### config.mk
export PLATFORM = sky130hd
export DESIGN_NAME = mic_row
export DESIGN_NICKNAME = d
export VERILOG_FILES = /design/src/design/mic_pkg.sv /design/src/design/mic_row.sv
export SDC_FILE = /design/constraint.sdc
export NUM_CORES = 2
export LEC_CHECK = 0
export BUFFER_PORTS_ARGS = -buffer_cell sky130_fd_sc_hd__clkbuf_2
export CAP_MARGIN = 40
export CORE_ASPECT_RATIO = 1.4
export CORE_MARGIN = 3
export CORE_UTILIZATION = 25
export CTS_BUF_LIST = sky130_fd_sc_hd__clkbuf_4
export DETAILED_ROUTE_END_ITERATION = 12
export GPL_ROUTABILITY_DRIVEN = 0
export GPL_TIMING_DRIVEN = 0
export PLACE_DENSITY = 0.41
export SLEW_MARGIN = 20
export SYNTH_ARGS = -nofsm -noshare
export SYNTH_HDL_FRONTEND = slang
export SYNTH_SLANG_ARGS = --single-unit
### constraint.sdc
create_clock -name clock -period 8.7 [get_ports clock]
set_clock_uncertainty 0.1 [all_clocks]
set_input_delay 1.74 -clock clock [delete_from_list [all_inputs] [get_ports clock]]
set_output_delay 1.74 -clock clock [all_outputs]
set_load 0.01 [all_outputs]
### src/design/mic_pkg.sv
// Package for magnetometer iron correction: field widths, register indexes,
// shared types and reset values. No dependencies.

package mic_pkg;

   localparam int RAW_W    = 16;
   localparam int RANGE_W  = 2;
   localparam int SCALED_W = 21;
   localparam int BIAS_W   = 22;
   localparam int DIFF_W   = 23;
   localparam int COEFF_W  = 18;
   localparam int ROW_W    = 3 * COEFF_W;
   localparam int PROD_W   = COEFF_W + DIFF_W;
   localparam int SUM_W    = PROD_W + 2;
   localparam int FRAC_W   = 16;
   localparam int SHIFT_W  = SUM_W - FRAC_W;
   localparam int OUT_W    = 24;
   localparam int CSR_IDX_W = 3;

   localparam logic signed [SHIFT_W-1:0] OUT_MAX = SHIFT_W'(8388607);
   localparam logic signed [SHIFT_W-1:0] OUT_MIN = -SHIFT_W'(8388608);

   // identity matrix after reset
   localparam logic [ROW_W-1:0] ROW_X_RESET = ROW_W'(1) << 16;
   localparam logic [ROW_W-1:0] ROW_Y_RESET = ROW_W'(1) << 34;
   localparam logic [ROW_W-1:0] ROW_Z_RESET = ROW_W'(1) << 52;

   typedef enum logic [CSR_IDX_W-1:0] {
      CSR_RANGE_CODE = 3'd0,
      CSR_BIAS_X     = 3'd1,
      CSR_BIAS_Y     = 3'd2,
      CSR_BIAS_Z     = 3'd3,
      CSR_ROW_X      = 3'd4,
      CSR_ROW_Y      = 3'd5,
      CSR_ROW_Z      = 3'd6
   } csr_index_type;

   typedef logic signed [DIFF_W-1:0] diff_type;
   typedef diff_type diff_vec_type [3];

   // load enables of the three back stages, driven by the top level
   typedef struct packed {
      logic mul_en;
      logic sum_en;
      logic sat_en;
   } pipe_ctl_type;

endpackage

### src/design/mic_row.sv
// One matrix row: three products, row sum, floor shift and 24-bit clip.
// Depends on mic_pkg; stage enables come from the top-level valid chain.

module mic_row
   import mic_pkg::*;
(
   input  logic                     clock,
   input  pipe_ctl_type             ctl,
   input  diff_vec_type             diff,
   input  logic [ROW_W-1:0]         coeff_row,
   output logic signed [OUT_W-1:0]  corrected,
   output logic                     clipped
);

   logic signed [COEFF_W-1:0] coeff [3];
   logic signed [PROD_W-1:0]  prod_in [3];
   logic signed [PROD_W-1:0]  prod_ff [3];
   logic signed [SUM_W-1:0]   sum_in;
   logic signed [SUM_W-1:0]   sum_ff;
   logic signed [SHIFT_W-1:0] shifted;
   logic signed [OUT_W-1:0]   corrected_in;
   logic signed [OUT_W-1:0]   corrected_ff;
   logic                      clipped_in;
   logic                      clipped_ff;

   always_comb begin
      for (int j = 0; j < 3; j++) begin
         coeff[j]   = coeff_row[COEFF_W*j +: COEFF_W];
         prod_in[j] = coeff[j] * diff[j];
      end
   end

   always_comb begin
      sum_in = {{2{prod_ff[0][PROD_W-1]}}, prod_ff[0]}
             + {{2{prod_ff[1][PROD_W-1]}}, prod_ff[1]}
             + {{2{prod_ff[2][PROD_W-1]}}, prod_ff[2]};
   end

   // arithmetic shift by dropping fraction bits rounds toward minus infinity
   assign shifted = sum_ff[SUM_W-1:FRAC_W];

   always_comb begin
      priority if (shifted > OUT_MAX) begin
         corrected_in = OUT_MAX[OUT_W-1:0];
         clipped_in   = 1'b1;
      end else if (shifted < OUT_MIN) begin
         corrected_in = OUT_MIN[OUT_W-1:0];
         clipped_in   = 1'b1;
      end else begin
         corrected_in = shifted[OUT_W-1:0];
         clipped_in   = 1'b0;
      end
   end

   always_ff @(posedge clock) begin
      if (ctl.mul_en) begin
         prod_ff <= prod_in;
      end
      if (ctl.sum_en) begin
         sum_ff <= sum_in;
      end
      if (ctl.sat_en) begin
         corrected_ff <= corrected_in;
         clipped_ff   <= clipped_in;
      end
   end

   assign corrected = corrected_ff;
   assign clipped   = clipped_ff;

endmodule

[Yosys cells after proc, flatten, opt, wreduce, memory -nomap -nowiden]
Cells that the tools add are included.
Storage, ports and cells
  input port bits: 127
  bits in latches: 0
  output and inout bits: 25
  RAM bits: 0
  memories: 0
  bits in read-only memories: 0
  register bits: 191
  word-level logic and storage cells: 15
Cells by class
  $add $sub $neg: 2
  shift operators: 0
  bitwise operators: 0
  order comparisons: 2
  multipliers: 3
  mux-type cells: 2
  reduce and logical (&&, ||, !) cells: 0
  div/mod/pow operators: 0
  equal/unequal tests: 0
Operators with widths (number)
  18-bit by 23-bit multiplier with 41-bit output: 3
  42-bit by 41-bit adder with 43-bit output: 1
  41-bit by 41-bit adder with 42-bit output: 1
  27-bit by 24-bit greater-than comparator with 1-bit output, second input constant: 1
  27-bit by 24-bit less-than comparator with 1-bit output, second input constant: 1
  24-bit two-way mux: 1
  1-bit two-way mux: 1

[Longest topological paths before layout]
  word-level depth: 2
  depth in mapped cells: 26
  mapped depth without buffers: 24

[Least setup slack after synthesis]
OpenSTA, ideal clock, no wires.
  path type: in2reg
  start point: input port diff[35] (netlist name)
  end point: register prod_ff[81] (netlist name) (data pin)
  path buffers: 2
  data required time: 8.342 ns
  path slack: 0.511 ns
  stages: 25
  arrival time: 7.831 ns
  cell sequence: clkbuf_1 clkbuf_1 nand2_1 fa_1 inv_1 fa_1 inv_1 fa_1 inv_1 fa_1 fa_1 inv_1 fa_1 inv_1 ha_1 and3_1 and2_1 a311oi_2 o221ai_2 a311oi_2 a211oi_1 and4_4 a2111oi_4 a21oi_2 xnor2_1
RTL lines
  start, declared: RTL line mic_row.sv:9  | input diff_vec_type diff,
  end signal, assigned: RTL line mic_row.sv:57  | prod_ff <= prod_in;
  end, declared: RTL line mic_row.sv:17  | logic signed [PROD_W-1:0] prod_ff [3];

==> flow_summary.yaml <==
status:
  outcome: "completed"
die:
  rows: 197
  ioPinCount: 152
  die_w_um: 391
  dieArea_mm2: 0.213
  die_height_um: 545
  start_util_pct: 25.2
  coreArea_mm2: 0.206
logic_synthesis:
  yosys_warnings: 0
  synth.top_cells.by_count: "inv_1 (1419), fa_1 (1267), nand2_1 (810), and2_1 (431), ha_1 (350)"
  synth_area_per_cell_um2: 9.54
  yosysUniqueCellTypes: 60
  ys.flop_type: "edfxtp_1"
  synthCells: 5437
  yosysTopAreaCell: "fa_1"
  synth.area.top_cells: "fa_1 (49%), inv_1 (10%), edfxtp_1 (10%)"
  synth-seq-cells: 175
  synth_seq_area_share_pct: 10.1
  synth_edf_count: 175
  synth_area_mm2: 0.0518
  synthArstFlopShare_pct: 0
  yosysTopAreaCellShare_pct: 48.9
  synth.most_common_cell: "inv_1"
  syn_nets: 7181
finish:
  fillCellCount: 22300
  final_layout_size_suffix_gt1_share_pct: 5.59
  nets: 7311
  finalCoreUtilization_pct: 27.4
  area.sequential_mm2: 0.00526
  multi_input_area_mm2: 0.0405
  area_delta_synth_final_pct: 8.86
clocking:
  cts.clk_slew.worst_paths_ps: 170
  worstSkewPairLatency_ps: 630
  cts_tree: "built"
  cts_buffers: 17
  clock-sinks: 175
  cts-root-buf: "clkbuf_4"
  htreeDepth: 4
  hold_buffers: 0
  cts_buffer_depth: 2
grt:
  grt_pass1_wl_um: 256000
  antenna_found_initial: 17
  gr-total-overflow: 0
  grt_max_degree: 96
  grt_pass1_vias: 40700
  track_usage_pct: 16.1
job:
  cap_violations: 0
worst_setup_path:
  r2r-end: "sum_ff[37]$_DFFE_PP_"
  cp_num_buf_inv: 6
  regToRegStartpoint: "prod_ff[94]$_DFFE_PP_"
  critPathMaxFanout: 10
  ff2ff_path_depth: 12
  required_ps: 8970
  crit_slowest_cell: "fa_1"
  worst-setup-path-type: "in2reg"
  r2r_slack_ps: 4260
  critPathTopFamily: "adder cells"
  critPathMaxStageDelay_ps: 550
  end_kind: "flip-flop"
  arrival_ps: 8860
  cp.depth: 24
  setup.worst_path.start_class: "primary input"
  path_common_cell: "fa_1"
  worstPathCellList: "clkbuf_2 > clkbuf_1 > nand2_1 > fa_1 > fa_1 > inv_1 > fa_1 > fa_1 > fa_1 > inv_1 > fa_1 > inv_1 > ha_1 > a21o_1 > a211oi_1 > nand2_1 > o31ai_1 > nor4_1 > clkdlybuf4s15_2 > o21ai_0 > a21boi_0 > a21boi_1 > o311ai_0 > xnor2_1"
placed_design:
  hpwl_um: 147000
  portBuffers: 110
sta:
  fin_crit_sh_pct: 98.7
  hold_viol: 0
  fmax_mhz: 116
  worstMarginPinSlew_ps: 834
  tns_ps: 0
  setup_viol: 0
  slew-limit-headroom_pct: 44.4
  finalCriticalPeriod_ps: 8590
  drv_slew: 0
  rsz0062_at_grt: "no"
detailed_routing:
  final_antenna_net_count: 0
  first_pass_iters: 5
  vias: 35800
  wirelength_um: 166000
  drt-initial-drc-count: 1576
  wl_per_cell_um: 20.1
  drc: 0
  drt-vias-per-instance: 4.32
worst_hold_path:
  min_from: "sum_ff[32]$_DFFE_PP_"
  holdPathEnd: "corrected[16]$_SDFFCE_PN1P_"
  whs_path_depth: 1
  holdCritPathClass: "reg2reg"
[routing by layer]
metal | global-route usage (%) | routed length, µm | vias up
met4 | 4.27 | 5340 | 8
li1 | - | - | 16200
met5 | 0 | 47 | -
met3 | 1.50 | 4440 | 188
met2 | 30.5 | 88900 | 633
met1 | 19.4 | 67200 | 18800
[cells in the final DEF, fill, tap and decap left out, drive strengths merged, types with 19 or more instances in the layout]
master | netlist | routed
and2 | 431 | 431
o21ai | 68 | 68
fa | 1267 | 1267
nand3 | 24 | 24
o21a | 19 | 19
a21o | 70 | 70
xor2 | 28 | 28
inv | 1419 | 1428
a21oi | 104 | 104
nand2b | 33 | 33
nor3 | 21 | 21
nor2 | 111 | 111
xnor2 | 120 | 120
clkbuf | 220 | 334
edfxtp | 175 | 175
ha | 350 | 350
nand2 | 810 | 810
[per-stage QoR]
step	std cells	instance area, µm²	hold WS (ps)	setup WS (ps)
after floorplan	5437	51800	395	511
after global placement	8233	55800	426	-1750
after detailed placement	8244	55900	426	-1690
after CTS	8270	56300	455	3.27
after global routing	8268	56400	473	4.81
final	8275	56400	449	112
[worst register-to-register path, stage by stage, from the launching register on]
cell	delay (ps)
edfxtp_1	530
fa_1	470
ha_1	220
or4_1	520
a221oi_1	220
o21ai_0	180
a21boi_1	320
o21bai_1	270
a221oi_2	510
o211ai_1	290
nor2_1	260
o21ai_0	130
xor2_1	170
[flip-flops by register name (all words and copies together), names as in the netlist]
| name | count |
|---|---|
| prod_ff | 123 |
| clipped | 1 |
| corrected | 24 |
| sum_ff | 27 |
[layout make-up]
cell class	instances	share of cell area [%]
multi-input cells	3615	71.7
inverters	1422	9.46
flip-flops and latches	175	9.31
well taps	2686	5.95
plain buffers	212	1.71
repair buffers	124	1.29
clock inverters	15	0.324
clock buffers	17	0.226
diodes	9	0.0399
[what timing repair did]
| action | CTS | global route |
|---|---|---|
| pin swaps | 2 | 0 |
| resized for setup | 90 | 108 |
| endpoints found under the setup margin | 24 | 16 |
| setup buffers | 1 | 0 |
[kinds of logic (layout without fill, tap and decap cells)]
kind of cell | after synthesis | after routing | synth area share [%]
compound gates | 366 | 366 | 4.69
xor+xnor | 148 | 148 | 2.50
fa+ha+maj | 1617 | 1617 | 57.4
buf+inv | 1647 | 1790 | 11.9
flops | 175 | 175 | 10.1
other cells | 0 | 9 | 0
simple gates | 1484 | 1484 | 13.4
[worst max path at each step]
| stage | start | to | slack (ps) |
|---|---|---|---|
| after floorplan | diff[35] | prod_ff[81]$_DFFE_PP_ | 510 |
| after global placement | diff[7] | prod_ff[38]$_DFFE_PP_ | -1750 |
| after detailed placement | diff[7] | prod_ff[38]$_DFFE_PP_ | -1690 |
| after CTS | diff[16] | prod_ff[38]$_DFFE_PP_ | 3 |
| after global routing | diff[35] | prod_ff[81]$_DFFE_PP_ | 5 |
| final | diff[48] | prod_ff[122]$_DFFE_PP_ | 110 |
Power is left out: the tool's default activity adds up to more than one toggle a clock period on the data nets, which glitch-free logic cannot reach.
